## config.mk

```make
export PLATFORM = sky130hd
export DESIGN_NAME = fm_chip_timer_register_port_top_flat
export DESIGN_NICKNAME = d
export VERILOG_FILES = /design/src/design/fmtr_pkg.sv /design/src/design/fmtr_if.sv /design/src/design/fm_chip_timer_register_port_top.sv /design/src/design/fmtr_ram.sv /design/src/flat_wrapper.sv
export SDC_FILE = /design/constraint.sdc
export NUM_CORES = 1
export LEC_CHECK = 0
export BUFFER_PORTS_ARGS = -buffer_cell sky130_fd_sc_hd__buf_4
export CAP_MARGIN = 5
export CELL_PAD_IN_SITES_DETAIL_PLACEMENT = 2
export CELL_PAD_IN_SITES_GLOBAL_PLACEMENT = 2
export CORE_MARGIN = 5
export CORE_UTILIZATION = 40
export DETAILED_ROUTE_END_ITERATION = 6
export GPL_TIMING_DRIVEN = 0
export PLACE_DENSITY = 0.77
export SLEW_MARGIN = 20
export SYNTH_ARGS = -nofsm -noshare
export SYNTH_HDL_FRONTEND = slang
export SYNTH_SLANG_ARGS = --single-unit
export TNS_END_PERCENT = 30
```

## constraint.sdc

```tcl
create_clock -name clk -period 3.6 [get_ports clk]
set_input_delay 0.72 -clock clk [delete_from_list [all_inputs] [get_ports clk]]
set_output_delay 0.72 -clock clk [all_outputs]
set_load 0.03 [all_outputs]
```

## src/design/fmtr_pkg.sv

```systemverilog
`timescale 1ns / 1ps
// ----------------------------------------------------------------------------
// FM timer port package
// Shared widths, register addresses, item kinds and port groups.
// ----------------------------------------------------------------------------
package fmtr_pkg;

  // Payload field widths.
  localparam int KIND_W    = 2;
  localparam int PORT_W    = 8;
  localparam int DATA_W    = 8;
  localparam int CYCLES_W  = 10;
  localparam int STATUS_W  = 2;
  localparam int IRQEN_W   = 2;
  localparam int BANK_W    = 3;
  localparam int BANKOFS_W = 17;
  localparam int KEYON_W   = 16;

  // FM register file.
  localparam int FM_REGS   = 256;
  localparam int FM_ADDR_W = 8;

  // Parameter defaults.
  localparam int DEF_MAX_TICK_CYCLES = 512;
  localparam int DEF_TIMER_A_SCALE   = 128;
  localparam int DEF_TIMER_B_SCALE   = 2048;

  // Timer period bases.
  localparam int TA_BASE = 1024;
  localparam int TB_BASE = 256;

  // FM register addresses with side effects.
  localparam logic [FM_ADDR_W-1:0] REG_KEYON      = 8'h08;
  localparam logic [FM_ADDR_W-1:0] REG_TA_HI      = 8'h10;
  localparam logic [FM_ADDR_W-1:0] REG_TA_LO      = 8'h11;
  localparam logic [FM_ADDR_W-1:0] REG_TB         = 8'h12;
  localparam logic [FM_ADDR_W-1:0] REG_TIMER_CTRL = 8'h14;

  // Key-on channel mask.
  localparam logic [DATA_W-1:0] KEYON_MASK = 8'h78;

  // Sample bank size in bytes.
  localparam logic [BANKOFS_W-1:0] BANK_STRIDE = 17'h04000;

  // Port read values.
  localparam logic [DATA_W-1:0] RD_OPEN_BUS = 8'hFF;
  localparam logic [DATA_W-1:0] RD_ZERO     = 8'h00;

  // Port groups selected by port bits 7:6.
  localparam logic [1:0] GRP_FM   = 2'd0;
  localparam logic [1:0] GRP_BANK = 2'd1;
  localparam logic [1:0] GRP_NONE = 2'd2;
  localparam logic [1:0] GRP_HOST = 2'd3;

  typedef enum logic [KIND_W-1:0] {
    KIND_PORT_WR = 2'd0,
    KIND_PORT_RD = 2'd1,
    KIND_TICK    = 2'd2,
    KIND_HOST_WR = 2'd3
  } kind_t;

endpackage

```

## src/design/fmtr_if.sv

```systemverilog
`timescale 1ns / 1ps
// ----------------------------------------------------------------------------
// FM timer port channels
// Valid/ready channel interfaces for input items and result beats.
// ----------------------------------------------------------------------------
interface fmtr_in_if;
  logic                          valid;
  logic                          ready;
  logic [fmtr_pkg::KIND_W-1:0]   kind;
  logic [fmtr_pkg::PORT_W-1:0]   port;
  logic [fmtr_pkg::DATA_W-1:0]   data;
  logic [fmtr_pkg::CYCLES_W-1:0] cycles;

  modport source (output valid, kind, port, data, cycles, input ready);
  modport sink   (input valid, kind, port, data, cycles, output ready);
endinterface

interface fmtr_out_if;
  logic                           valid;
  logic                           ready;
  logic [fmtr_pkg::DATA_W-1:0]    read_data;
  logic [fmtr_pkg::STATUS_W-1:0]  status_flags;
  logic                           command_pending;
  logic [fmtr_pkg::IRQEN_W-1:0]   timer_irq_enables;
  logic [fmtr_pkg::BANKOFS_W-1:0] bank_offset;
  logic [fmtr_pkg::KEYON_W-1:0]   keyon_count;

  modport source (output valid, read_data, status_flags, command_pending,
                  timer_irq_enables, bank_offset, keyon_count, input ready);
  modport sink   (input valid, read_data, status_flags, command_pending,
                  timer_irq_enables, bank_offset, keyon_count, output ready);
endinterface

```

## src/design/fm_chip_timer_register_port_top.sv

```systemverilog
`timescale 1ns / 1ps
// ----------------------------------------------------------------------------
// FM chip timer and register port
// Port decoder, FM register file, timers A/B, status, command latch, bank.
// ----------------------------------------------------------------------------
// Each input beat is one item (port write, port read, time tick or host
// command write) and yields exactly one result beat that shows the block's
// state after the item. The FM register file lives in a 256x8 RAM with a
// registered read; after reset a clearing pass writes zero to all 256
// entries, one per cycle, and no item is accepted until the pass ends.
// Items are processed one at a time. Most items pass through the execute
// and done states. A write to the timer control register that loads a
// timer also passes RD1, RD2, RD3, PER and LOAD: the period registers 0x10,
// 0x11 and 0x12 are fetched one after another through the single RAM read
// port and the period is then formed. A tick that underflows a timer passes
// the same read and period states, then the wrap loop, which subtracts one
// period per cycle until each overshoot is below a period. A tick that wraps
// neither timer goes from execute to done. A new item is taken while a result
// still waits on the output; a following item then stalls only in DONE.
// ----------------------------------------------------------------------------
module fm_chip_timer_register_port_top #(
  parameter int MAX_TICK_CYCLES = fmtr_pkg::DEF_MAX_TICK_CYCLES,
  parameter int TIMER_A_SCALE   = fmtr_pkg::DEF_TIMER_A_SCALE,
  parameter int TIMER_B_SCALE   = fmtr_pkg::DEF_TIMER_B_SCALE
) (
  input  logic       clk,
  input  logic       rst_n,
  fmtr_in_if.sink    in_bus,
  fmtr_out_if.source out_bus
);

  import fmtr_pkg::*;

  // Width of a clamped tick length.
  localparam int CW    = $clog2(MAX_TICK_CYCLES + 1);
  localparam int CMPW  = (CW > CYCLES_W) ? CW : CYCLES_W;
  // Timer counts hold values up to one full period.
  localparam int PA_W  = $clog2(TA_BASE * TIMER_A_SCALE + 1);
  localparam int PB_W  = $clog2(TB_BASE * TIMER_B_SCALE + 1);
  localparam int ACMPW = (PA_W > CW) ? PA_W : CW;
  localparam int BCMPW = (PB_W > CW) ? PB_W : CW;

  typedef enum logic [3:0] {
    S_CLEAR,
    S_IDLE,
    S_EXEC,
    S_RD1,
    S_RD2,
    S_RD3,
    S_PER,
    S_LOAD,
    S_LOOP,
    S_DONE
  } state_t;

  // Sequencer and clearing pass.
  state_t               state_r, state_nxt;
  logic [FM_ADDR_W-1:0] clr_cnt_r, clr_cnt_nxt;

  // Item being processed.
  kind_t             kind_r, kind_nxt;
  logic [PORT_W-1:0] port_r, port_nxt;
  logic [DATA_W-1:0] data_r, data_nxt;
  logic [CW-1:0]     cyc_r, cyc_nxt;

  // Architectural state outside the register file.
  logic [FM_ADDR_W-1:0] fm_addr_r, fm_addr_nxt;
  logic [STATUS_W-1:0]  status_r, status_nxt;
  logic [IRQEN_W-1:0]   irq_en_r, irq_en_nxt;
  logic [1:0]           running_r, running_nxt;
  logic [PA_W-1:0]      cnt_a_r, cnt_a_nxt;
  logic [PB_W-1:0]      cnt_b_r, cnt_b_nxt;
  logic [DATA_W-1:0]    latch_r, latch_nxt;
  logic                 cmd_flag_r, cmd_flag_nxt;
  logic [BANK_W-1:0]    bank_r, bank_nxt;
  logic [KEYON_W-1:0]   keyons_r, keyons_nxt;

  // Working registers.
  logic [DATA_W-1:0] rd_r, rd_nxt;
  logic [DATA_W-1:0] r10_r, r10_nxt;
  logic [1:0]        r11_r, r11_nxt;
  logic [DATA_W-1:0] r12_r, r12_nxt;
  logic [PA_W-1:0]   per_a_r, per_a_nxt;
  logic [PB_W-1:0]   per_b_r, per_b_nxt;
  logic [CW-1:0]     d_a_r, d_a_nxt;
  logic [CW-1:0]     d_b_r, d_b_nxt;
  logic [1:0]        pend_r, pend_nxt;

  // Output register.
  logic                 out_valid_r, out_valid_nxt;
  logic [DATA_W-1:0]    out_rd_r, out_rd_nxt;
  logic [STATUS_W-1:0]  out_status_r, out_status_nxt;
  logic                 out_cmd_r, out_cmd_nxt;
  logic [IRQEN_W-1:0]   out_irq_r, out_irq_nxt;
  logic [BANKOFS_W-1:0] out_bank_r, out_bank_nxt;
  logic [KEYON_W-1:0]   out_keyon_r, out_keyon_nxt;

  // RAM port.
  logic                 ram_we;
  logic [FM_ADDR_W-1:0] ram_waddr;
  logic [DATA_W-1:0]    ram_wdata;
  logic [FM_ADDR_W-1:0] ram_raddr;
  logic [DATA_W-1:0]    ram_rdata;

  logic [1:0]  group;
  logic        in_fire;
  logic [9:0]  ta_load;
  logic [CW-1:0] cyc_clamp;

  fmtr_ram #(
    .WIDTH (DATA_W),
    .DEPTH (FM_REGS)
  ) u_regs (
    .clk   (clk),
    .we    (ram_we),
    .waddr (ram_waddr),
    .wdata (ram_wdata),
    .raddr (ram_raddr),
    .rdata (ram_rdata)
  );

  assign in_bus.ready = (state_r == S_IDLE);
  assign in_fire      = in_bus.valid && in_bus.ready;
  assign group        = port_r[PORT_W-1 -: 2];
  assign ta_load      = {r10_r, r11_r};

  // Long ticks saturate at the tick limit.
  assign cyc_clamp = (CMPW'(in_bus.cycles) > CMPW'(MAX_TICK_CYCLES))
                     ? CW'(MAX_TICK_CYCLES) : CW'(in_bus.cycles);

  assign out_bus.valid             = out_valid_r;
  assign out_bus.read_data         = out_rd_r;
  assign out_bus.status_flags      = out_status_r;
  assign out_bus.command_pending   = out_cmd_r;
  assign out_bus.timer_irq_enables = out_irq_r;
  assign out_bus.bank_offset       = out_bank_r;
  assign out_bus.keyon_count       = out_keyon_r;

  always_comb begin
    state_nxt      = state_r;
    clr_cnt_nxt    = clr_cnt_r;
    kind_nxt       = kind_r;
    port_nxt       = port_r;
    data_nxt       = data_r;
    cyc_nxt        = cyc_r;
    fm_addr_nxt    = fm_addr_r;
    status_nxt     = status_r;
    irq_en_nxt     = irq_en_r;
    running_nxt    = running_r;
    cnt_a_nxt      = cnt_a_r;
    cnt_b_nxt      = cnt_b_r;
    latch_nxt      = latch_r;
    cmd_flag_nxt   = cmd_flag_r;
    bank_nxt       = bank_r;
    keyons_nxt     = keyons_r;
    rd_nxt         = rd_r;
    r10_nxt        = r10_r;
    r11_nxt        = r11_r;
    r12_nxt        = r12_r;
    per_a_nxt      = per_a_r;
    per_b_nxt      = per_b_r;
    d_a_nxt        = d_a_r;
    d_b_nxt        = d_b_r;
    pend_nxt       = pend_r;
    out_valid_nxt  = out_valid_r && !out_bus.ready;
    out_rd_nxt     = out_rd_r;
    out_status_nxt = out_status_r;
    out_cmd_nxt    = out_cmd_r;
    out_irq_nxt    = out_irq_r;
    out_bank_nxt   = out_bank_r;
    out_keyon_nxt  = out_keyon_r;
    ram_we         = 1'b0;
    ram_waddr      = fm_addr_r;
    ram_wdata      = data_r;
    // The period fetch starts in the execute cycle; the read is harmless
    // for items that do not use it.
    ram_raddr      = REG_TA_HI;

    unique case (state_r)
      S_CLEAR: begin
        ram_we      = 1'b1;
        ram_waddr   = clr_cnt_r;
        ram_wdata   = '0;
        clr_cnt_nxt = clr_cnt_r + 1'b1;
        if (clr_cnt_r == FM_ADDR_W'(FM_REGS - 1)) begin
          state_nxt = S_IDLE;
        end
      end

      S_IDLE: begin
        if (in_fire) begin
          kind_nxt  = kind_t'(in_bus.kind);
          port_nxt  = in_bus.port;
          data_nxt  = in_bus.data;
          cyc_nxt   = cyc_clamp;
          state_nxt = S_EXEC;
        end
      end

      S_EXEC: begin
        rd_nxt    = RD_ZERO;
        pend_nxt  = 2'b00;
        state_nxt = S_DONE;
        unique case (kind_r)
          KIND_PORT_WR: begin
            if (group == GRP_FM) begin
              if (!port_r[0]) begin
                fm_addr_nxt = data_r;
              end else begin
                ram_we = 1'b1;
                if (fm_addr_r == REG_KEYON && (data_r & KEYON_MASK) != '0) begin
                  keyons_nxt = keyons_r + 1'b1;
                end
                if (fm_addr_r == REG_TIMER_CTRL) begin
                  irq_en_nxt  = data_r[3:2];
                  running_nxt = data_r[1:0];
                  status_nxt  = status_r & ~data_r[5:4];
                  pend_nxt    = data_r[1:0];
                  if (data_r[1:0] != 2'b00) begin
                    state_nxt = S_RD1;
                  end
                end
              end
            end else if (group == GRP_BANK) begin
              bank_nxt = data_r[BANK_W-1:0];
            end
          end

          KIND_PORT_RD: begin
            unique case (group)
              GRP_FM:   rd_nxt = DATA_W'(status_r);
              GRP_BANK: rd_nxt = RD_OPEN_BUS;
              GRP_NONE: rd_nxt = RD_ZERO;
              GRP_HOST: begin
                rd_nxt       = latch_r;
                cmd_flag_nxt = 1'b0;
              end
              default:  rd_nxt = RD_ZERO;
            endcase
          end

          KIND_TICK: begin
            // A timer that reaches zero or below flags at once; the
            // remaining overshoot is resolved in the wrap loop.
            if (running_r[0]) begin
              if (ACMPW'(cnt_a_r) > ACMPW'(cyc_r)) begin
                cnt_a_nxt = PA_W'(ACMPW'(cnt_a_r) - ACMPW'(cyc_r));
              end else begin
                d_a_nxt       = CW'(ACMPW'(cyc_r) - ACMPW'(cnt_a_r));
                pend_nxt[0]   = 1'b1;
                status_nxt[0] = 1'b1;
              end
            end
            if (running_r[1]) begin
              if (BCMPW'(cnt_b_r) > BCMPW'(cyc_r)) begin
                cnt_b_nxt = PB_W'(BCMPW'(cnt_b_r) - BCMPW'(cyc_r));
              end else begin
                d_b_nxt       = CW'(BCMPW'(cyc_r) - BCMPW'(cnt_b_r));
                pend_nxt[1]   = 1'b1;
                status_nxt[1] = 1'b1;
              end
            end
            if ((running_r[0] && ACMPW'(cnt_a_r) <= ACMPW'(cyc_r)) ||
                (running_r[1] && BCMPW'(cnt_b_r) <= BCMPW'(cyc_r))) begin
              state_nxt = S_RD1;
            end
          end

          KIND_HOST_WR: begin
            latch_nxt    = data_r;
            cmd_flag_nxt = 1'b1;
          end

          default: ;
        endcase
      end

      S_RD1: begin
        r10_nxt   = ram_rdata;
        ram_raddr = REG_TA_LO;
        state_nxt = S_RD2;
      end

      S_RD2: begin
        r11_nxt   = ram_rdata[1:0];
        ram_raddr = REG_TB;
        state_nxt = S_RD3;
      end

      S_RD3: begin
        r12_nxt   = ram_rdata;
        state_nxt = S_PER;
      end

      S_PER: begin
        per_a_nxt = PA_W'(PA_W'(11'(TA_BASE) - {1'b0, ta_load}) * PA_W'(TIMER_A_SCALE));
        per_b_nxt = PB_W'(PB_W'(9'(TB_BASE) - {1'b0, r12_r}) * PB_W'(TIMER_B_SCALE));
        state_nxt = (kind_r == KIND_TICK) ? S_LOOP : S_LOAD;
      end

      S_LOAD: begin
        if (pend_r[0]) begin
          cnt_a_nxt = per_a_r;
        end
        if (pend_r[1]) begin
          cnt_b_nxt = per_b_r;
        end
        pend_nxt  = 2'b00;
        state_nxt = S_DONE;
      end

      S_LOOP: begin
        // One period per cycle until the overshoot is below a period.
        if (pend_r[0]) begin
          if (ACMPW'(d_a_r) >= ACMPW'(per_a_r)) begin
            d_a_nxt = CW'(ACMPW'(d_a_r) - ACMPW'(per_a_r));
          end else begin
            cnt_a_nxt   = PA_W'(ACMPW'(per_a_r) - ACMPW'(d_a_r));
            pend_nxt[0] = 1'b0;
          end
        end
        if (pend_r[1]) begin
          if (BCMPW'(d_b_r) >= BCMPW'(per_b_r)) begin
            d_b_nxt = CW'(BCMPW'(d_b_r) - BCMPW'(per_b_r));
          end else begin
            cnt_b_nxt   = PB_W'(BCMPW'(per_b_r) - BCMPW'(d_b_r));
            pend_nxt[1] = 1'b0;
          end
        end
        if (pend_nxt == 2'b00) begin
          state_nxt = S_DONE;
        end
      end

      S_DONE: begin
        if (!out_valid_r || out_bus.ready) begin
          out_valid_nxt  = 1'b1;
          out_rd_nxt     = rd_r;
          out_status_nxt = status_r;
          out_cmd_nxt    = cmd_flag_r;
          out_irq_nxt    = irq_en_r;
          out_bank_nxt   = BANKOFS_W'(bank_r) * BANK_STRIDE;
          out_keyon_nxt  = keyons_r;
          state_nxt      = S_IDLE;
        end
      end

      default: state_nxt = S_IDLE;
    endcase
  end

  always_ff @(posedge clk) begin
    if (!rst_n) begin
      state_r     <= S_CLEAR;
      clr_cnt_r   <= '0;
      fm_addr_r   <= '0;
      status_r    <= '0;
      irq_en_r    <= '0;
      running_r   <= '0;
      cnt_a_r     <= '0;
      cnt_b_r     <= '0;
      latch_r     <= '0;
      cmd_flag_r  <= 1'b0;
      bank_r      <= '0;
      keyons_r    <= '0;
      pend_r      <= '0;
      out_valid_r <= 1'b0;
    end else begin
      state_r     <= state_nxt;
      clr_cnt_r   <= clr_cnt_nxt;
      fm_addr_r   <= fm_addr_nxt;
      status_r    <= status_nxt;
      irq_en_r    <= irq_en_nxt;
      running_r   <= running_nxt;
      cnt_a_r     <= cnt_a_nxt;
      cnt_b_r     <= cnt_b_nxt;
      latch_r     <= latch_nxt;
      cmd_flag_r  <= cmd_flag_nxt;
      bank_r      <= bank_nxt;
      keyons_r    <= keyons_nxt;
      pend_r      <= pend_nxt;
      out_valid_r <= out_valid_nxt;
    end
    kind_r       <= kind_nxt;
    port_r       <= port_nxt;
    data_r       <= data_nxt;
    cyc_r        <= cyc_nxt;
    rd_r         <= rd_nxt;
    r10_r        <= r10_nxt;
    r11_r        <= r11_nxt;
    r12_r        <= r12_nxt;
    per_a_r      <= per_a_nxt;
    per_b_r      <= per_b_nxt;
    d_a_r        <= d_a_nxt;
    d_b_r        <= d_b_nxt;
    out_rd_r     <= out_rd_nxt;
    out_status_r <= out_status_nxt;
    out_cmd_r    <= out_cmd_nxt;
    out_irq_r    <= out_irq_nxt;
    out_bank_r   <= out_bank_nxt;
    out_keyon_r  <= out_keyon_nxt;
  end

  // Status flags are only ever set by a tick.
  a_flag_set_by_tick: assert property (@(posedge clk) disable iff (!rst_n)
    (status_r & ~$past(status_r)) != '0 |-> $past(kind_r) == KIND_TICK)
    else $error("status flag set outside a tick");

  // A running timer at rest never holds a zero count.
  a_cnt_a_nonzero: assert property (@(posedge clk) disable iff (!rst_n)
    state_r == S_IDLE && running_r[0] |-> cnt_a_r != '0)
    else $error("timer A running with zero count");

  a_cnt_b_nonzero: assert property (@(posedge clk) disable iff (!rst_n)
    state_r == S_IDLE && running_r[1] |-> cnt_b_r != '0)
    else $error("timer B running with zero count");

  // The key-on counter moves only on an FM port write.
  a_keyon_source: assert property (@(posedge clk) disable iff (!rst_n)
    keyons_r != $past(keyons_r) |->
      $past(state_r) == S_EXEC && $past(kind_r) == KIND_PORT_WR)
    else $error("key-on count changed outside a port write");

  // A new result beat is produced only from the final sequencer step.
  a_result_from_done: assert property (@(posedge clk) disable iff (!rst_n)
    $rose(out_valid_r) |-> $past(state_r) == S_DONE)
    else $error("result beat without a finished item");

endmodule

```

## src/design/fmtr_ram.sv

```systemverilog
`timescale 1ns / 1ps
// ----------------------------------------------------------------------------
// FM timer port RAM
// Generic simple dual-port RAM: one write port, one registered read port.
// ----------------------------------------------------------------------------
module fmtr_ram #(
  parameter int WIDTH = 8,
  parameter int DEPTH = 256
) (
  input  logic                     clk,
  input  logic                     we,
  input  logic [$clog2(DEPTH)-1:0] waddr,
  input  logic [WIDTH-1:0]         wdata,
  input  logic [$clog2(DEPTH)-1:0] raddr,
  output logic [WIDTH-1:0]         rdata
);

  logic [WIDTH-1:0] mem [DEPTH];

  always_ff @(posedge clk) begin
    if (we) begin
      mem[waddr] <= wdata;
    end
    rdata <= mem[raddr];
  end

endmodule

```

## src/flat_wrapper.sv

```systemverilog
// flat-port wrapper written by rule: the top's interface ports become plain ports
module fm_chip_timer_register_port_top_flat import fmtr_pkg::*;
#(
  parameter int MAX_TICK_CYCLES = fmtr_pkg::DEF_MAX_TICK_CYCLES,
  parameter int TIMER_A_SCALE   = fmtr_pkg::DEF_TIMER_A_SCALE,
  parameter int TIMER_B_SCALE   = fmtr_pkg::DEF_TIMER_B_SCALE
)
  (clk, rst_n, in_bus_valid, in_bus_kind, in_bus_port, in_bus_data, in_bus_cycles, in_bus_ready, out_bus_valid, out_bus_read_data, out_bus_status_flags, out_bus_command_pending, out_bus_timer_irq_enables, out_bus_bank_offset, out_bus_keyon_count, out_bus_ready);
  fmtr_in_if in_bus_i ();
  fmtr_out_if out_bus_i ();
  input  logic clk;
  input  logic rst_n;
  input wire logic [$bits(in_bus_i.valid)-1:0] in_bus_valid;
  input wire logic [$bits(in_bus_i.kind)-1:0] in_bus_kind;
  input wire logic [$bits(in_bus_i.port)-1:0] in_bus_port;
  input wire logic [$bits(in_bus_i.data)-1:0] in_bus_data;
  input wire logic [$bits(in_bus_i.cycles)-1:0] in_bus_cycles;
  output wire logic [$bits(in_bus_i.ready)-1:0] in_bus_ready;
  output wire logic [$bits(out_bus_i.valid)-1:0] out_bus_valid;
  output wire logic [$bits(out_bus_i.read_data)-1:0] out_bus_read_data;
  output wire logic [$bits(out_bus_i.status_flags)-1:0] out_bus_status_flags;
  output wire logic [$bits(out_bus_i.command_pending)-1:0] out_bus_command_pending;
  output wire logic [$bits(out_bus_i.timer_irq_enables)-1:0] out_bus_timer_irq_enables;
  output wire logic [$bits(out_bus_i.bank_offset)-1:0] out_bus_bank_offset;
  output wire logic [$bits(out_bus_i.keyon_count)-1:0] out_bus_keyon_count;
  input wire logic [$bits(out_bus_i.ready)-1:0] out_bus_ready;
  assign in_bus_i.valid = in_bus_valid;
  assign in_bus_i.kind = in_bus_kind;
  assign in_bus_i.port = in_bus_port;
  assign in_bus_i.data = in_bus_data;
  assign in_bus_i.cycles = in_bus_cycles;
  assign in_bus_ready = in_bus_i.ready;
  assign out_bus_valid = out_bus_i.valid;
  assign out_bus_read_data = out_bus_i.read_data;
  assign out_bus_status_flags = out_bus_i.status_flags;
  assign out_bus_command_pending = out_bus_i.command_pending;
  assign out_bus_timer_irq_enables = out_bus_i.timer_irq_enables;
  assign out_bus_bank_offset = out_bus_i.bank_offset;
  assign out_bus_keyon_count = out_bus_i.keyon_count;
  assign out_bus_i.ready = out_bus_ready;
  fm_chip_timer_register_port_top #(.MAX_TICK_CYCLES(MAX_TICK_CYCLES), .TIMER_A_SCALE(TIMER_A_SCALE), .TIMER_B_SCALE(TIMER_B_SCALE)) u_core (.clk(clk), .rst_n(rst_n), .in_bus(in_bus_i), .out_bus(out_bus_i));
endmodule
```

==> flow_metrics.tcl, run 1 <==
set metrics [dict create \
    worst_setup_timing_slack_at_the_placement_stage_ns -0.369 \
    cts.repair_timing.setup_buffer_count 0 \
    synthesis.area_um2 12700 \
    synth.distinct_cells 73 \
    place.port_buffers 60 \
    fin_crit_sh 0.960 \
    areaGrowthSynthToFinish_pct 16.3 \
    cp-end-kind "flip-flop" \
    grt_antenna_before_repair 0 \
    initial_core_util 0.403 \
    gp_routability_congestion 0.804 \
    clock_buffer_depth 3 \
    synth_seq_cells 248 \
    finish.cell_count_without_fillers 1764 \
    synth_top_area_frac 0.343 \
    avgSynthCellArea_um2 10.3 \
    number_of_synthesized_flops_with_an_enable_pin 145 \
    clock-skew-final_ns 0.0126 \
    drt-total-wl_um 41200 \
    vias_per_cell 5.66 \
    fin_area_um2 14800 \
    worst_slew_margin_rel 0.235 \
    synth.largest_area_cell "sky130_fd_sc_hd__edfxtp_1" \
    finalCriticalPeriod_ns 3.46 \
    fp.dieArea_um2 35400 \
    design.final.nets 1424 \
    gr_ovfl_total 0 \
    grt_usage 0.228 \
    final_routed_drc_violation_total 0 \
    hold-worst-slack_ns 0.342 \
    number_of_buffers_created_by_cts 29 \
    leakagePower_uw 0.00558 \
    worstHoldPathType "input pin to flip-flop" \
    standard_cell_area_after_detailed_placement_um2 13800 \
    maxSlewViolCount 0 \
    max_slew.worst_pin.slew_ns 1.15 \
    routedWlPerCell_um 23.4 \
    max-cap-violations 0 \
    hpwlAfterDp_um 30400 \
    grt_pass1_vias 10909 \
    floorplan.die.height_um 188 \
    ctsHoldBuffers 0 \
    grt_start_max_net_pins 29 \
    floorplan.io_pins 80 \
    clk_latency_ns 0.56 \
    fmax_mhz 289 \
    report.final.setup_viol 0 \
    cts_tree "yes" \
    post_route_cells_drive_above_1_share 0.120 \
    postRouteAntennaNets 0 \
    arrival_ns 3.68 \
    p_per_area_nw_per_um2 467 \
    critical_path.startpoint_type "flip-flop" \
    total_inserted_antenna_cells 0 \
    chipWidth_um 188 \
    grt_pass1_wl_um 64100 \
    post_synth_main_area_contributors "sky130_fd_sc_hd__edfxtp_1 (34%), sky130_fd_sc_hd__dfxtp_1 (16%), sky130_fd_sc_hd__ha_1 (4.7%)" \
    cts-resized-gates 12 \
    post_synth_inst_count 1237 \
    placedCellCount 1714 \
    synth_seq_area_share 0.505 \
    report.final.hold_viol_count 0 \
    synth_flop_cell "sky130_fd_sc_hd__edfxtp_1" \
    clock_tree.root_cell "sky130_fd_sc_hd__clkbuf_16" \
    std_cell_rows 65 \
    async_set_reset_flop_share_out_of_synthesis 0 \
    postLayoutSetupSlackWorst_ns 0.143 \
    clock_sinks 248 \
    path_max_fanout 9 \
    worst_setup_hold_path_clk_slew_ns 0.06 \
    synth_warnings 0 \
    crit_type "flip-flop to flip-flop" \
    drt_first_iter_violations 469 \
    cp.required_ns 3.82 \
    vias 9985 \
    vdd_drop_max_uv 401 \
    grt_setup_unrepaired "false" \
    run_status "finished, final reports clean" \
    final_tns_setup_ns 0 \
    cts_max_level 1 \
    firstDrtPassIters 5 \
    fp.coreArea_um2 31500 \
]
worst max-delay path, cell delays in order (launching register included):
cell,delay [ns]
sky130_fd_sc_hd__dfxtp_1,0.31
sky130_fd_sc_hd__buf_2,0.20
sky130_fd_sc_hd__or4b_4,0.53
sky130_fd_sc_hd__or3_1,0.36
sky130_fd_sc_hd__or3_1,0.38
sky130_fd_sc_hd__nor4bb_2,0.45
sky130_fd_sc_hd__a31oi_1,0.22
sky130_fd_sc_hd__nand2b_1,0.36
sky130_fd_sc_hd__nor2_4,0.30
cells by family (layout without fill, tap and decap cells):
logic type,after synthesis,in the layout,synth area share
fa+ha+maj,53,53,0.0552
xor+xnor,72,72,0.0497
mux,37,37,0.0292
other cells,1,14,0.000295
simple gates,428,428,0.178
compound gates,256,256,0.135
buf+inv,142,254,0.0478
flops,248,248,0.505
cell type report:
type	instances	area (um2)
fill	3288	16700
sequential	248	6420
multi-input combinational	860	5790
clock buffer	36	772
tap	402	503
timing repair buffer	62	485
buffer	73	357
inverter	65	244
clock inverter	18	191
per-stage QoR:
stage / total power, uW / utilization
finish: 6890 / 0.469
global route: 7150 / 0.469
global placement: 3880 / 0.435
floorplan: 3660 / -
CTS: 6940 / 0.469
detailed placement: 3920 / 0.437
state kept, by name, summed over array words and instances, names as in the netlist, 9 cells and up:
register	flops
u_core.out_bus.keyon_count	16
u_core.cnt_a_r	18
u_core.u_regs.mem	24
u_core.cnt_b_r	20
u_core.cyc_r	10
u_core.d_a_r	10
u_core.keyons_r	16
u_core.per_a_r	11
u_core.per_b_r	9
u_core.d_b_r	10
Yosys cell counts (all sizes together), types with 14 or more instances:
master  number
nand2       90
nor4        21
nor2b       58
or3         21
a21boi      16
nand4       14
and2        20
nor2        76
mux2i       37
xnor2       49
nand2b      17
o211a       14
ha          48
buf         24
a21oi       55
o21ai       72
edfxtp     145
dfxtp      103
clkbuf      53
inv         64
nand3       28
xor2        23
nor3        43
layer usage:
metal / global-route usage / up-vias / share of wire
met5: 0 / - / 0
met4: 0.0429 / 0 / 0.018
met3: 0.0262 / 46 / 0.032
met2: 0.388 / 178 / 0.48
met1: 0.318 / 5117 / 0.47
li1: - / 4644 / -
placed cells by master (no fill, tap or decap), drive strengths merged, types with 8 or more instances in the layout:
master / n
nor3: 43
inv: 66
xor2: 23
xnor2: 49
o21ai: 72
nand4: 14
or3: 21
clkinv: 12
and2: 20
edfxtp: 145
a31oi: 8
nand2b: 17
nor3b: 9
ha: 48
o221ai: 11
nand2: 90
nor4: 21
nor2b: 58
a21boi: 16
a21oi: 55
nor2: 76
a21o: 10
nand3: 28
o211ai: 12
or2: 9
o211a: 14
mux2i: 37
buf: 86
dfxtp: 103
conb: 14
clkbuf: 85
or4: 8
worst paths after layout:
kind	startpoint	to	slack, ns	depth (start not counted)
min reg2reg	u_core.rd_r[5]	u_core.out_bus.read_data[5]	0.42	0
max reg2reg	u_core.state_r[1]	u_core.u_regs.mem[16][5]	0.14	8
min	in_bus_kind[0]	u_core.kind_r[0]	0.34	1
max	u_core.state_r[1]	u_core.u_regs.mem[16][5]	0.14	8
power breakdown:
group          total, uW  switching, uW  internal [uW]
logic                769            488            281
registers           3110           61.4           3050
clock network       3010           1210           1800
total               6890           1760           5130
(Power assumes the default switching activity.)
==> inputs of run 2 (changes only) <==
Settings changed: SETUP_SLACK_MARGIN from default to 0.2.
==> run 2 against run 1 <==
Cell area grew 1.0%. Combinational power up 2%. Clock power about the same. Sequential share of layout area fell by 0.44 points. Wire length up 1.4%. Via count increased by 0.84%. Non-clock buffer count is 10 higher. Critical endpoint is now u_core.cnt_b_r[17]. Largest power group unchanged.
==> flow_metrics.tcl, run 2 (synthesized netlist as in run 1, its figures left out) <==
set metrics [dict create \
    run_status "finished, final reports clean" \
    initial_core_util 0.403 \
    grt_antenna_before_repair 0 \
    mostFrequentLayoutCells "sky130_fd_sc_hd__edfxtp_1 (145), sky130_fd_sc_hd__dfxtp_1 (103), sky130_fd_sc_hd__nand2_1 (90), sky130_fd_sc_hd__buf_4 (78), sky130_fd_sc_hd__o21ai_0 (72)" \
    ctsHoldBuffers 0 \
    number_of_buffers_created_by_cts 29 \
    fin_crit_sh 0.931 \
    worst_setup_hold_path_clk_slew_ns 0.06 \
    final_routed_drc_violation_total 0 \
    vias 10069 \
    worst_slew_margin_rel 0.261 \
    floorplan.die.height_um 188 \
    worstHoldPathType "input pin to flip-flop" \
    finish.cell_count_without_fillers 1775 \
    areaGrowthSynthToFinish_pct 17.5 \
    setup.worst_path.end "u_core.cnt_b_r[17]" \
    place.port_buffers 60 \
    leakagePower_uw 0.00565 \
    design.final.nets 1435 \
    firstDrtPassIters 6 \
    routedWlPerCell_um 23.5 \
    registers.top_by_ff_count "u_core.u_regs.mem" \
    largest_register_ff_count 24 \
    vdd_drop_max_uv 403 \
    sequential_cell_area_um2 6420 \
    gr_ovfl_total 0 \
    grt_pass1_vias 10933 \
    sequentialPowerShare 0.451 \
    vias_per_cell 5.67 \
    report.final.setup_viol 0 \
    fp.dieArea_um2 35400 \
    cp-end-kind "flip-flop" \
    cts_tree "yes" \
    placedCellCount 1714 \
    fillCellCount 3281 \
    report.final.hold_viol_count 0 \
    total_inserted_antenna_cells 0 \
    biggestRegsByFlops "u_core.u_regs.mem x24, u_core.cnt_b_r x20, u_core.cnt_a_r x18" \
    fmax_mhz 298 \
    grt_setup_unrepaired "true" \
    hpwlAfterDp_um 30400 \
    multi_input_comb_area_um2 5840 \
    max_slew.worst_pin.slew_ns 1.11 \
    clock_buffer_depth 3 \
    rrSetupSlack_ns 0.25 \
    cts_max_level 1 \
    power.net_switching_uw 1760 \
    grt_pass1_wl_um 64500 \
    drt-total-wl_um 41800 \
    max-cap-violations 0 \
    postRouteAntennaNets 0 \
    grt_start_max_net_pins 29 \
    fp.coreArea_um2 31500 \
    clock_sinks 248 \
    core_occupancy_in_the_finished_layout 0.474 \
    crit-reg2reg-launch "u_core.cyc_r[1]" \
    critical_path.startpoint_type "flip-flop" \
    combinationalPowerShare 0.113 \
    crit_type "flip-flop to flip-flop" \
    finalCriticalPeriod_ns 3.35 \
    chipWidth_um 188 \
    cp.required_ns 4.07 \
    clk_latency_ns 0.55 \
    clock-skew-final_ns 0.0114 \
    p_per_area_nw_per_um2 463 \
    timing.reg2reg.worst_path_depth 9 \
    floorplan.io_pins 80 \
    std_cell_rows 65 \
    clock_tree.root_cell "sky130_fd_sc_hd__clkbuf_16" \
    share_clk_of_total_power 0.435 \
    gp_routability_congestion 0.804 \
    path_max_fanout 5 \
    r2r_end "u_core.cnt_b_r[17]" \
    post_route_cells_drive_above_1_share 0.132 \
    swShare 0.255 \
    setup.worst_path.start "u_core.cyc_r[1]" \
    mostFrequentLayoutCell "sky130_fd_sc_hd__edfxtp_1" \
    drt_first_iter_violations 443 \
    power.internal_uw 5140 \
    grt_usage 0.230 \
    maxSlewViolCount 0 \
    arrival_ns 3.82 \
]
[run 2: cell count changes in the layout (fill, tap and decap cells not counted), sizes merged]
cell / delta
clkbuf: +5
and2: +1
buf: +5
[run 2: how the worst min path moves through the flow]
stage                              start                           to  slack (ns)  depth (start not counted)
after floorplan           u_core.rd_r[0]  u_core.out_bus.read_data[0]        0.40                          0
after global placement    u_core.rd_r[0]  u_core.out_bus.read_data[0]        0.40                          0
after detailed placement  u_core.rd_r[5]  u_core.out_bus.read_data[5]        0.41                          0
after CTS                 in_bus_data[2]             u_core.data_r[2]        0.32                          1
after global routing      in_bus_data[3]             u_core.data_r[3]        0.31                          1
final                     in_bus_data[2]             u_core.data_r[2]        0.34                          1
[run 2: repair_timing]
action | in CTS | in global routing
resized for setup | 20 | 23
pin swaps | 3 | 4
setup buffers | 2 | 4
setup endpoints to repair | 73 | 82
gates cloned | 1 | 0
[run 2: through the flow]
| step | setup WS, ns | area [um2] | hold slack (ns) | total power, uW | TNS [ns] |
|---|---|---|---|---|---|
| finish | 0.249 | 14900 | 0.343 | 6900 | 0 |
| global placement | -0.424 | 13700 | 0.403 | 3880 | -12.17 |
| CTS | 0.0946 | 14800 | 0.321 | 6950 | 0 |
| global route | 0.103 | 14900 | 0.310 | 7170 | 0 |
| floorplan | 0.572 | 12700 | 0.400 | 3660 | 0 |
| detailed placement | -0.369 | 13800 | 0.409 | 3920 | -6.69 |
[run 2: power by group through the flow]
| stage | combinational (uW) | clock [uW] | sequential, uW |
|---|---|---|---|
| 2_1_floorplan | 511 | 0 | 3150 |
| 3_3_place_gp | 713 | 0 | 3170 |
| 3_5_place_dp | 750 | 0 | 3170 |
| 4_1_cts | 770 | 3070 | 3110 |
| 5_1_grt | 862 | 3190 | 3110 |
| 6_report | 783 | 3000 | 3110 |
[run 2: area by class of cell]
cell class / instances / share of cell area
multi-input combinational: 861 / 0.392
clock inverter: 18 / 0.0128
inverter: 65 / 0.0164
clock buffer: 36 / 0.0518
timing repair buffer: 68 / 0.0373
tap: 402 / 0.0337
buffer: 77 / 0.0259
sequential: 248 / 0.430
[run 2: worst max-delay path, stage by stage (launching register included)]
cell                        delay, ns
sky130_fd_sc_hd__edfxtp_1        0.53
sky130_fd_sc_hd__ha_1            0.36
sky130_fd_sc_hd__nor2b_1         0.16
sky130_fd_sc_hd__o2111ai_1       0.26
sky130_fd_sc_hd__nand3_1         0.16
sky130_fd_sc_hd__and4_1          0.24
sky130_fd_sc_hd__a221oi_1        0.76
sky130_fd_sc_hd__nand2_1         0.27
sky130_fd_sc_hd__o221a_2         0.35
sky130_fd_sc_hd__o221ai_1        0.17
[run 2: metal layers]
metal | wire [um] | vias up | track usage
li1 | - | 4667 | -
met1 | 19300 | 5115 | 0.320
met2 | 20000 | 237 | 0.393
met3 | 1710 | 50 | 0.0253
met4 | 780 | 0 | 0.0438
met5 | 0 | - | 0
==> inputs of run 3 (changes only) <==
Settings changed: CORE_ASPECT_RATIO from default to 1.2.
==> run 3 against run 2 <==
Clock power is essentially flat. Final cell count decreased by 0.34%. Critical path depth decreased by 1. Count of clock-buffer cells in the layout shrank 3. Worst setup slack improved by 0.032 ns. Maximum frequency grew 0.96%. Critical path type unchanged. Critical endpoint is now u_core.u_regs.mem[16][2]. Wire length decreased by 0.85%. First-iteration DRC count is 5.9% higher. Global-route usage barely moved. Sequential power is essentially flat.
==> flow_metrics.tcl, run 3 (synthesized netlist as in run 1, its figures left out) <==
set metrics [dict create \
    initial_core_util 0.405 \
    maxSlewViolCount 0 \
    crit_path_cell_trace "buf_2 > or4b_4 > or3_1 > or3_1 > nor4bb_1 > a31oi_1 > nand2b_1 > nor2_2" \
    cp-end-kind "flip-flop" \
    number_of_buffers_created_by_cts 28 \
    biggestRegsByFlops "u_core.u_regs.mem x24, u_core.cnt_b_r x20, u_core.cnt_a_r x18" \
    clk_latency_ns 0.56 \
    standard_cell_area_after_detailed_placement_um2 13700 \
    max_slew.worst_pin.slew_ns 1.02 \
    final_routed_drc_violation_total 0 \
    leakagePower_uw 0.00563 \
    timing.reg2reg.worst_path_depth 8 \
    fmax_mhz 301 \
    worst_slew_margin_rel 0.319 \
    run_status "finished, final reports clean" \
    multi_input_comb_area_um2 5820 \
    post_route_cells_drive_above_1_share 0.136 \
    routedWlPerCell_um 23.4 \
    vdd_drop_max_uv 405 \
    fin_crit_sh 0.922 \
    cp_num_buf_inv 1 \
    drt-total-wl_um 41400 \
    report.final.hold_viol_count 0 \
    cp_num_cells 8 \
    p_per_area_nw_per_um2 465 \
    cp_top_family "simple AND/OR/NAND/NOR gates" \
    place.port_buffers 60 \
    critical_path.max_stage_delay_ns 0.53 \
    total_inserted_antenna_cells 0 \
    cts_max_level 1 \
    drt_first_iter_violations 469 \
    slowest_stage "sky130_fd_sc_hd__or4b_4" \
    cts_tree "yes" \
    vias 9952 \
    largest_register_ff_count 24 \
    registers.top_by_ff_count "u_core.u_regs.mem" \
    critical_path.startpoint_type "flip-flop" \
    clock_buffer_depth 3 \
    mostFrequentLayoutCells "sky130_fd_sc_hd__edfxtp_1 (145), sky130_fd_sc_hd__dfxtp_1 (103), sky130_fd_sc_hd__nand2_1 (90), sky130_fd_sc_hd__buf_4 (79), sky130_fd_sc_hd__o21ai_0 (72)" \
    crit_path_frequent_cell "sky130_fd_sc_hd__or3_1" \
    grt_usage 0.230 \
    std_cell_rows 71 \
    grt_start_max_net_pins 28 \
    power.total_uw 6900 \
    worst_setup_hold_path_clk_slew_ns 0.06 \
    arrival_ns 3.52 \
    grt_setup_unrepaired "true" \
    sequential_cell_area_um2 6420 \
    cp.required_ns 3.80 \
    gr_ovfl_total 0 \
    hpwlAfterDp_um 30800 \
    gp_routability_congestion 0.819 \
    finish.cell_count_without_fillers 1769 \
    clock_sinks 248 \
    grt_antenna_before_repair 0 \
    floorplan.die.height_um 205 \
    clock_tree.root_cell "sky130_fd_sc_hd__clkbuf_16" \
    fin_area_um2 14800 \
    finalCriticalPeriod_ns 3.32 \
    max-cap-violations 0 \
    vias_per_cell 5.63 \
    grt_pass1_wl_um 64400 \
    crit_type "flip-flop to flip-flop" \
    floorplan.io_pins 80 \
    mostFrequentLayoutCell "sky130_fd_sc_hd__edfxtp_1" \
    chipWidth_um 173 \
    areaGrowthSynthToFinish_pct 17.0 \
    grt_pass1_vias 11187 \
    path_max_fanout 9 \
    fp.coreArea_um2 31400 \
    report.final.setup_viol 0 \
    design.final.nets 1431 \
    ctsHoldBuffers 0 \
    fillCellCount 3264 \
    placedCellCount 1713 \
    worstHoldPathType "input pin to flip-flop" \
    fp.dieArea_um2 35400 \
    worstHoldPathCells 1 \
    clock-skew-final_ns 0.0127 \
    firstDrtPassIters 5 \
    postRouteAntennaNets 0 \
]
[run 3: cell types whose count changed in the layout (fill, tap and decap cells not counted), moves of 2 or more]
cell,change
sky130_fd_sc_hd__clkbuf_1,-7
sky130_fd_sc_hd__clkinv_1,-5
sky130_fd_sc_hd__clkinv_4,+4
sky130_fd_sc_hd__a211oi_2,+2
sky130_fd_sc_hd__buf_12,-2
sky130_fd_sc_hd__buf_6,+2
sky130_fd_sc_hd__buf_8,-2
sky130_fd_sc_hd__clkinv_2,+2
[run 3: worst paths after layout]
kind                                       to               from  slack [ns]
setup / recovery     u_core.u_regs.mem[16][2]  u_core.state_r[1]        0.28
hold / removal               u_core.data_r[2]     in_bus_data[2]        0.34
setup reg to reg     u_core.u_regs.mem[16][2]  u_core.state_r[1]        0.28
hold reg to reg   u_core.out_bus.read_data[3]     u_core.rd_r[3]        0.43
[run 3: what timing repair did]
item                       CTS  global route
buffers inserted             0             5
pin swaps                    3             5
setup endpoints to repair   85            83
resized for setup           26            13
[run 3: report_power, final]
group | leakage (uW) | total [uW] | internal [uW] | switching, uW
clock network | 0.000480 | 3020 | 1780 | 1240
logic | 0.00301 | 781 | 288 | 493
registers | 0.00214 | 3100 | 3050 | 54.0
total | 0.00563 | 6900 | 5110 | 1790
[run 3: area by class of cell]
cell class / count / share of cell area
Buffer: 76 / 0.0254
Inverter: 65 / 0.0164
Clock buffer: 33 / 0.0527
Timing Repair Buffer: 67 / 0.0350
Clock inverter: 19 / 0.0130
Tap cell: 401 / 0.0338
Sequential cell: 248 / 0.432
Multi-Input combinational cell: 860 / 0.392
[run 3: through the flow]
step,utilization,TNS (ns),hold WS [ns],setup slack [ns]
after global placement,0.437,-7.52,0.405,-0.176
after floorplan,-,0,0.400,0.572
final,0.474,0,0.342,0.281
after detailed placement,0.438,-4.62,0.407,-0.171
after CTS,0.472,0,0.320,0.145
after global routing,0.474,0,0.318,0.157
[run 3: layer usage]
metal	wire (um)	global-route usage	vias to the layer above	share of wire
li1	-	-	4651	-
met1	15700	0.247	5066	0.38
met2	23300	0.460	162	0.56
met3	1130	0.0279	73	0.027
met4	1260	0.0761	0	0.030
met5	0	0	-	0
